<file path="src/rtl/core/rsc_pkg.sv">
`default_nettype none

package rsc_pkg;

    localparam int WordW  = 16;
    localparam int LinesW = 16;
    localparam int RunW   = 15;

    typedef enum logic [1:0] {
        MODE_PASS    = 2'd0,
        MODE_555_565 = 2'd1,
        MODE_565_555 = 2'd2,
        MODE_UNUSED  = 2'd3
    } t_mode;

    typedef enum logic [2:0] {
        KIND_TRANSPARENT = 3'd0,
        KIND_COLOUR      = 3'd1,
        KIND_PIXEL       = 3'd2,
        KIND_LINE_END    = 3'd3,
        KIND_TRAILER     = 3'd4
    } t_kind;

    typedef enum logic {
        CFG_MODE  = 1'b0,
        CFG_LINES = 1'b1
    } t_cfg_index;

    localparam logic [WordW-1:0] Grey565 = 16'h0821;
    localparam logic [WordW-1:0] Grey555 = 16'h0421;

endpackage

`default_nettype wire

</file>
<file path="src/rtl/core/rsc_pix_conv.sv">
`default_nettype none

module rsc_pix_conv (
    input  wire rsc_pkg::t_mode            i_mode,
    input  wire logic [rsc_pkg::WordW-1:0] i_pixel,
    output logic      [rsc_pkg::WordW-1:0] o_pixel
);
    import rsc_pkg::*;

    logic [WordW-1:0] to_565;
    logic [WordW-1:0] to_555;
    logic             src_555_nz;
    logic             src_565_nz;

    // Bit 15 of a 555 word carries no colour and is dropped.
    assign src_555_nz = |i_pixel[14:0];
    assign src_565_nz = |i_pixel;

    always_comb begin
        to_565 = {i_pixel[14:10], i_pixel[9:5], 1'b0, i_pixel[4:0]};
        if (to_565 == '0 && src_555_nz) begin
            to_565 = Grey565;
        end
        // The low green bit is lost, so a color made only of it turns grey.
        to_555 = {1'b0, i_pixel[15:11], i_pixel[10:6], i_pixel[4:0]};
        if (to_555 == '0 && src_565_nz) begin
            to_555 = Grey555;
        end
    end

    always_comb begin
        case (i_mode)
            MODE_555_565: o_pixel = to_565;
            MODE_565_555: o_pixel = to_555;
            default:      o_pixel = i_pixel;
        endcase
    end

endmodule

`default_nettype wire

</file>
<file path="src/rtl/core/rle_sprite_colour_format_convert.sv">
`default_nettype none

// Run-length sprite stream color converter.
// The input channel (i_valid, o_stall, i_stream_word) takes one word of the
// sprite stream; the output channel (o_valid, i_stall, o_out_word,
// o_word_kind, o_image_end) gives exactly one word for each word taken.
// Pixel words inside a color run are converted between 555 and 565 as
// the mode register selects; tags and line ends pass unchanged. After the
// programmed number of line ends the next word is the trailer, flagged with
// o_image_end, and the line and run counters rearm for the next image.
// An accepted word is loaded into the input register and then into the
// result register, which drives o_valid. Throughput is one word per cycle
// while the receiver does not stall; the run and line counters are updated
// in the same cycle the word moves to the result stage.
// Reset empties both stages, clears the counters, sets the mode to pass
// through and the line count to one. When the receiver stalls, the result
// holds; the input register fills and then o_stall rises toward the sender.
// Configuration writes are taken at any edge with i_cfg_we high and act on
// the next word processed.
module rle_sprite_colour_format_convert (
    input  wire logic                       i_clk,
    input  wire logic                       i_rst_n,
    input  wire logic                       i_cfg_we,
    input  wire rsc_pkg::t_cfg_index        i_cfg_index,
    input  wire logic [rsc_pkg::WordW-1:0]  i_cfg_data,
    input  wire logic                       i_valid,
    output logic                            o_stall,
    input  wire logic [rsc_pkg::WordW-1:0]  i_stream_word,
    output logic                            o_valid,
    input  wire logic                       i_stall,
    output logic      [rsc_pkg::WordW-1:0]  o_out_word,
    output logic      [2:0]                 o_word_kind,
    output logic                            o_image_end
);
    import rsc_pkg::*;

    t_mode             r_mode;
    logic [LinesW-1:0] r_line_count;
    logic [RunW-1:0]   r_pixels_left;
    logic [RunW-1:0]   n_pixels_left;
    logic [LinesW-1:0] r_lines_done;
    logic [LinesW-1:0] n_lines_done;

    logic              r_in_valid;
    logic [WordW-1:0]  r_in_word;
    logic              r_out_valid;
    logic [WordW-1:0]  r_out_word;
    t_kind             r_out_kind;
    logic              r_out_end;

    logic              out_adv;
    logic              step;
    logic [WordW-1:0]  conv_word;
    logic [WordW-1:0]  n_word;
    t_kind             n_kind;
    logic              n_end;

    assign out_adv = !r_out_valid || !i_stall;
    assign step    = r_in_valid && out_adv;
    assign o_stall = r_in_valid && !out_adv;

    rsc_pix_conv u_pix_conv (
        .i_mode  (r_mode),
        .i_pixel (r_in_word),
        .o_pixel (conv_word)
    );

    always_comb begin
        n_word        = r_in_word;
        n_kind        = KIND_TRANSPARENT;
        n_end         = 1'b0;
        n_pixels_left = r_pixels_left;
        n_lines_done  = r_lines_done;
        if (r_pixels_left != '0) begin
            n_word        = conv_word;
            n_kind        = KIND_PIXEL;
            n_pixels_left = r_pixels_left - RunW'(1);
        end else if (r_lines_done >= r_line_count) begin
            n_kind       = KIND_TRAILER;
            n_end        = 1'b1;
            n_lines_done = '0;
        end else if (r_in_word == '0) begin
            n_kind       = KIND_LINE_END;
            n_lines_done = r_lines_done + LinesW'(1);
        end else if (r_in_word[0]) begin
            n_kind        = KIND_COLOUR;
            n_pixels_left = r_in_word[WordW-1:1];
        end
    end

    always_ff @(posedge i_clk) begin
        if (!i_rst_n) begin
            r_mode       <= MODE_PASS;
            r_line_count <= LinesW'(1);
        end else if (i_cfg_we) begin
            case (i_cfg_index)
                CFG_MODE:  r_mode       <= t_mode'(i_cfg_data[1:0]);
                CFG_LINES: r_line_count <= i_cfg_data[LinesW-1:0];
                default:   r_mode       <= r_mode;
            endcase
        end
    end

    always_ff @(posedge i_clk) begin
        if (!i_rst_n) begin
            r_in_valid    <= 1'b0;
            r_out_valid   <= 1'b0;
            r_pixels_left <= '0;
            r_lines_done  <= '0;
        end else begin
            if (!o_stall) begin
                r_in_valid <= i_valid;
            end
            if (out_adv) begin
                r_out_valid <= r_in_valid;
            end
            if (step) begin
                r_pixels_left <= n_pixels_left;
                r_lines_done  <= n_lines_done;
            end
        end
    end

    always_ff @(posedge i_clk) begin
        if (!o_stall && i_valid) begin
            r_in_word <= i_stream_word;
        end
        if (step) begin
            r_out_word <= n_word;
            r_out_kind <= n_kind;
            r_out_end  <= n_end;
        end
    end

    assign o_valid     = r_out_valid;
    assign o_out_word  = r_out_word;
    assign o_word_kind = r_out_kind;
    assign o_image_end = r_out_end;

endmodule

`default_nettype wire
</file>
<file path="config.mk">
export PLATFORM = sky130hd
export DESIGN_NAME = rle_sprite_colour_format_convert
export DESIGN_NICKNAME = d
export VERILOG_FILES = /design/src/rtl/core/rsc_pkg.sv /design/src/rtl/core/rsc_pix_conv.sv /design/src/rtl/core/rle_sprite_colour_format_convert.sv
export SDC_FILE = /design/constraint.sdc
export NUM_CORES = 1
export LEC_CHECK = 0
export ABC_AREA = 1
export BUFFER_PORTS_ARGS = -buffer_cell sky130_fd_sc_hd__buf_2
export CAP_MARGIN = 10
export CORE_UTILIZATION = 50
export DETAILED_ROUTE_END_ITERATION = 7
export PLACE_DENSITY = 0.75
export REMOVE_ABC_BUFFERS = 1
export SYNTH_ARGS = -nofsm -noshare
export SYNTH_HDL_FRONTEND = slang
export SYNTH_HIERARCHICAL = 1
export SYNTH_SLANG_ARGS = --single-unit
</file>
<file path="constraint.sdc">
create_clock -name i_clk -period 2.4 [get_ports i_clk]
set_input_delay 0.12 -clock i_clk [delete_from_list [all_inputs] [get_ports i_clk]]
set_output_delay 0.12 -clock i_clk [all_outputs]
set_load 0.05 [all_outputs]
</file>
-- Word-level counts from Yosys, hierarchy flattened
Cells that the tools add are included.
- add/subtract/negate cells: 2
- magnitude comparators: 1
- equality and inequality tests: 4
- mux-type cells: 14
- bitwise operators: 2
- reduce and logical (&&, ||, !) cells: 23
- operators with widths (cell ; count):
    2-to-1 mux 15 bit ; 5
    2-to-1 mux 16 bit ; 4
    one-hot mux 16 bit (2 select lines) ; 1
    zero test 15 bit ; 2
    adder 16 x 1 -> 16 bit (second input constant) ; 1
    >= comparator 16 bit ; 1
    zero test 16 bit ; 1
    OR reduction 16 bit ; 1
    nonzero test 15 bit ; 1
    OR reduction 15 bit ; 1
    subtractor 15 x 1 -> 15 bit (second input constant) ; 1
    logical AND 1 bit ; 5
    zero test 1 bit ; 4
    inequality test 2 bit (second input constant) ; 2
    AND reduction 2 bit ; 2
    AND reduction 4 bit ; 1
    nonzero test 2 bit ; 2
    2-to-1 mux 3 bit ; 1
    AND reduction 3 bit ; 1
    == test 2 x 1 -> 1 bit (second input constant) ; 1
    == test 2 bit (second input constant) ; 1
    2-to-1 mux 1 bit ; 2
    2-to-1 mux 2 bit ; 1
    NOT 1 bit ; 2
    other kinds (2) ; 2
- register bits: 87
- input port bits: 38
- output and inout port bits: 22
- logic and storage cells: 57

-- Depth between registers and ports, before layout
- word-level depth: 6
- mapped depth: 16
- mapped depth without buffers: 16

-- Modules after synthesis
The synthesis kept the hierarchy.
- modules (own cells, without submodules) (module ; instances ; cells an instance ; area each (µm²) ; seq. area each (µm²)):
    rle_sprite_colour_format_convert ; 1 ; 613 ; 4591.9 ; 2072.0
    rsc_pix_conv ; 1 ; 85 ; 430.4 ; 0.0

-- Worst setup path after synthesis
Ideal clock, no wire load.
- kind: register to register
- start point: register r_out_valid, in the netlist o_valid
- end point: register r_in_word[0] (enable)
- library setup time: 0.315 ns
- arrival: 1.887 ns
- required time: 2.085 ns
- setup slack: 0.199 ns
- cell stages (with the launch flop): 6
- buffers on the path: 0
- clock period less this slack: 2.201 ns
- cells stage by stage: dfxtp_1 nand2_1 nor2_1 inv_1 nand2_1 inv_1
- cells in the longest elaborated chain, start to end: 6
- ends and longest elaborated chain (what ; line ; text):
    start, declared ; rle_sprite_colour_format_convert.sv:46 ; logic r_out_valid;
    start signal, assigned ; rle_sprite_colour_format_convert.sv:115 ; r_out_valid <= r_in_valid;
    zero test 1 bit ; rle_sprite_colour_format_convert.sv:58 ; assign out_adv = !r_out_valid || !i_stall;
    logical OR 1 bit ; rle_sprite_colour_format_convert.sv:58 ;
    zero test 1 bit ; rle_sprite_colour_format_convert.sv:60 ; assign o_stall = r_in_valid && !out_adv;
    logical AND 1 bit ; rle_sprite_colour_format_convert.sv:60 ;
    named net o_stall ; rle_sprite_colour_format_convert.sv:27 ; output logic o_stall,
    zero test 1 bit ; rle_sprite_colour_format_convert.sv:125 ; if (!o_stall && i_valid) begin
    logical AND 1 bit ; rle_sprite_colour_format_convert.sv:125 ;
    end signal, assigned ; rle_sprite_colour_format_convert.sv:126 ; r_in_word <= i_stream_word;
    end, declared ; rle_sprite_colour_format_convert.sv:45 ; logic [WordW-1:0] r_in_word;
The timed path passes the listed nets, and every way through them passes these cells.
A chain may end at the register's enable or synchronous reset.

-- Final worst setup path
- start point: register r_pixels_left[0]
- end point: register r_pixels_left[10]
- cells in the longest elaborated chain, start to end: 3
- elaborated cells between the ends (all ways): 7
- classes of those cells: add/sub: 1; eq/ne: 2; mux: 1; reduce/logical: 3
- ends and longest elaborated chain (what ; line ; text):
    start, declared ; rle_sprite_colour_format_convert.sv:39 ; logic [RunW-1:0] r_pixels_left;
    start signal, assigned ; rle_sprite_colour_format_convert.sv:118 ; r_pixels_left <= n_pixels_left;
    branches (longest 3 deep; another with subtractor 15 x 1 -> 15 bit) ; n/a ;
Several ways; the timed one is not identified.

==> metrics <==
PortBufs 59; Int Pwr 2.53 mW; Num CTS Buffers 9; vias per cell 5.11; PD cells 643 nW/um2; Bufs on Longest Clock Path 2; Synth Area in Adders 4.98%; Synth top cells by count nand2_1, nor2_1, inv_1; delay-heaviest family, CP simple AND/OR/NAND/NOR gates; Die Y 102 um; post-layout power 3.74 mW; type of origin of the critical path flip-flop; yosys warns 6; LEAKAGE 2.75 nW; clock-pin slew on the worst setup and hold paths 0.09 ns; Worst Reg-to-Reg Cells 11; die area 10400 um2; clk root buf clkbuf_8; Starting Density 51.4%; diodes inserted 0; Sw Pwr 1.21 mW; fraction of registers with async set/reset 0%; vias in the first global route 4026; Critical Path Fanout Max 13; htree depth 3; first-pass GRT wire length 18.5 mm; Reg power frac 45.7%; final instance area 5810 um2; GR Util All Layers 22.9%; Simple-Gate Fraction of Synth Area 29.0%; WHS 0.0155 ns; setup bufs post-CTS 0; initial antenna violation count 0; largest net degree at the start of global routing 51; number of flops mapped to enable cells by yosys 35; most frequently used flop master after synthesis dfxtp_1; Core ar. 9770 um2; top post-synthesis cells by area edfxtp_1, dfxtp_1, nand2_1; GPL Wtd Cong 0.896; CP Data Required Time 2.66 ns; # DRC 0; outcome finished, final reports clean; worst-margin pin slew 0.936 ns; Yosys top cell area share 20.9%; most numerous cell in the Yosys netlist nand2_1; combinational share of power 25.1%; Clock Power Share 29.1%; critical path type flip-flop to flip-flop; Final HPWL DP 8.01 mm; Max rail drop VDD 0.395 mV; total vias in the final route 4634; DIE WIDTH 102 um; Pre-antenna DRT Iters 5; Total Wirelength 11.5 mm; Synth Area in Compound Gates 12.3%; CTS tree built; distinct cell type count after synthesis 31; Area growth, synth to finish 15.7%; Hold Crit Class input pin to flip-flop; CTS sink cnt 86; CP max-delay cell dfxtp_1; Hold Path Depth 3; Rel. slew slack 37.6%; num rows 36; crit path cell chain inv_1 > ha_1 > nand3_2 > nor2_1 > nand2_1 > o21ai_2 > inv_2 > nand2_1 > nand2_1 > nand2_1 > nor2_1; 1st-iter DRT viols 297; Critical Path Max Stage Delay 0.32 ns; final setup violation count 0; sequential fraction of the synthesis area 41.3%; min Tclk post-route 2.15 ns; average wire per cell in the routed design 12.7 um; maxcap violations 0; period utilization 89.8%; Final #Nets 827; Yosys reg bits 86; Synth area leader edfxtp_1; mux contribution to synthesized area 0%; Switching Fraction 32.3%; buffers plus inverters on the worst setup path 2; Area after DPL 5410 um2; later-pin clock latency in the skew report 0.36 ns; CP Depth 11; most used cell along the critical path nand2_1; layout cell share with drive strength beyond 1 13.8%; Antenna Violating Nets Remaining 0; CP endpoint kind flip-flop; io pins 60; fin. max-slew vios 0; FMAX 0.464 GHz; synthesized area 5020 um2; Mean Syn Cell Area 7.20 um2; cell count after synthesis 698; XOR/XNOR share of the synthesized area 1.74%; critical path arrival 2.42 ns; Fin Clk Skew 0.0154 ns; GRT overflow 0; endpoints failing hold 0; largest family of logic cells by synthesized area simple AND/OR/NAND/NOR gates
==> path summary, 6_finish.rpt <==
path / startpoint / slack (ns) / to
min: i_cfg_we / 0.02 / r_line_count[0]
max reg2reg: r_pixels_left[0] / 0.25 / r_pixels_left[10]
min reg2reg: r_line_count[11] / 0.46 / r_line_count[11]
max: r_pixels_left[0] / 0.25 / r_pixels_left[10]
==> stage by stage <==
step | setup slack [ns] | setup TNS, ns | util, % | cells
3_5_place_dp | 0.131 | 0 | 55.4 | 873
5_1_grt | -0.00117 | -0.00117 | 59.5 | 907
4_1_cts | 0.101 | 0 | 59.3 | 906
3_3_place_gp | 0.234 | 0 | 55.4 | 873
2_1_floorplan | -0.748 | -14.96 | - | 670
6_report | 0.246 | 0 | 59.5 | 907
==> cell type report <==
class                   count  area, um2
fillers                   878       3960
repair inverters            1       7.51
clock buffers              13        170
clock inverters             3       41.3
flip-flops and latches     86       2070
well taps                 133        166
inverters                 102        383
multi-input cells         482       2420
repair buffers             87        548
==> repair_timing <==
action	in CTS	in global routing
endpoints found under the hold margin	18	0
setup endpoints to repair	0	26
resized for setup	0	6
hold buffers	17	0
==> tightest hold or removal path, delay by kind of cell <==
family        cells  cell delay [ns]
buf+inv           1             0.09
simple gates      2             0.14
==> routing by layer <==
metal,vias to the layer above,GRT usage [%],routed length [um]
met1,2082,31.8,5430
met4,0,6.48,138
met3,14,3.76,703
met5,-,0,0
li1,2386,-,-
met2,152,36.9,5240
==> cell families (layout without fill, tap and decap cells) <==
family          Yosys count  in the layout
buf+inv                 130            206
compound gates          120            120
flops                    86             86
simple gates            332            332
fa+ha+maj                20             20
xor+xnor                 10             10
==> layout by cell type (no fill, tap or decap) <==
cell           synthesis  layout
nand2_1              155     154
nor2_1               101     101
inv_1                 96      96
a21oi_1               63      62
buf_2                  7      59
dfxtp_1               51      50
o21ai_0               49      48
edfxtp_1              35      35
nand3_1               30      29
ha_1                  20      20
dlygate4sd3_1          0      17
nand4_1               16      16
buf_4                  2      11
xor2_1                10      10
clkbuf_8               0      10
nand3b_1               8       8
nor3_1                 8       8
inv_2                  6       6
nor2_2                 5       5
a31oi_1                4       4
nand3_2                1       2
nand2_2                1       2
nor3_4                 2       2
nor3b_1                2       2
clkbuf_1              13       2
clkinvlp_4             0       2
a22oi_1                2       2
a21oi_2                0       1
nand2_4                1       1
o21ai_2                0       1
nand3_4                1       1
a211oi_1               1       1
clkbuf_16              0       1
bufinv_16              0       1
clkinv_1               0       1
dfxtp_2                0       1
nor2_8                 1       1
o31ai_1                1       1
==> power by group through the flow <==
stage | Combinational (mW) | Sequential (mW) | Clock (mW)
after CTS | 0.922 | 1.71 | 1.11
final | 0.939 | 1.71 | 1.09
after global placement | 0.878 | 1.74 | 0
after floorplan | 0.560 | 1.83 | 0
after global routing | 1.05 | 1.72 | 1.16
after detailed placement | 0.898 | 1.74 | 0
==> sequential cells by signal (all words and copies together), names as in the netlist <==
name           count
r_pixels_left     15
r_in_word         16
r_mode             2
r_line_count      16
o_out_word        16
r_in_valid         1
o_word_kind        3
o_valid            1
r_lines_done      16
Note: power is estimated with default switching activity, not from simulation.
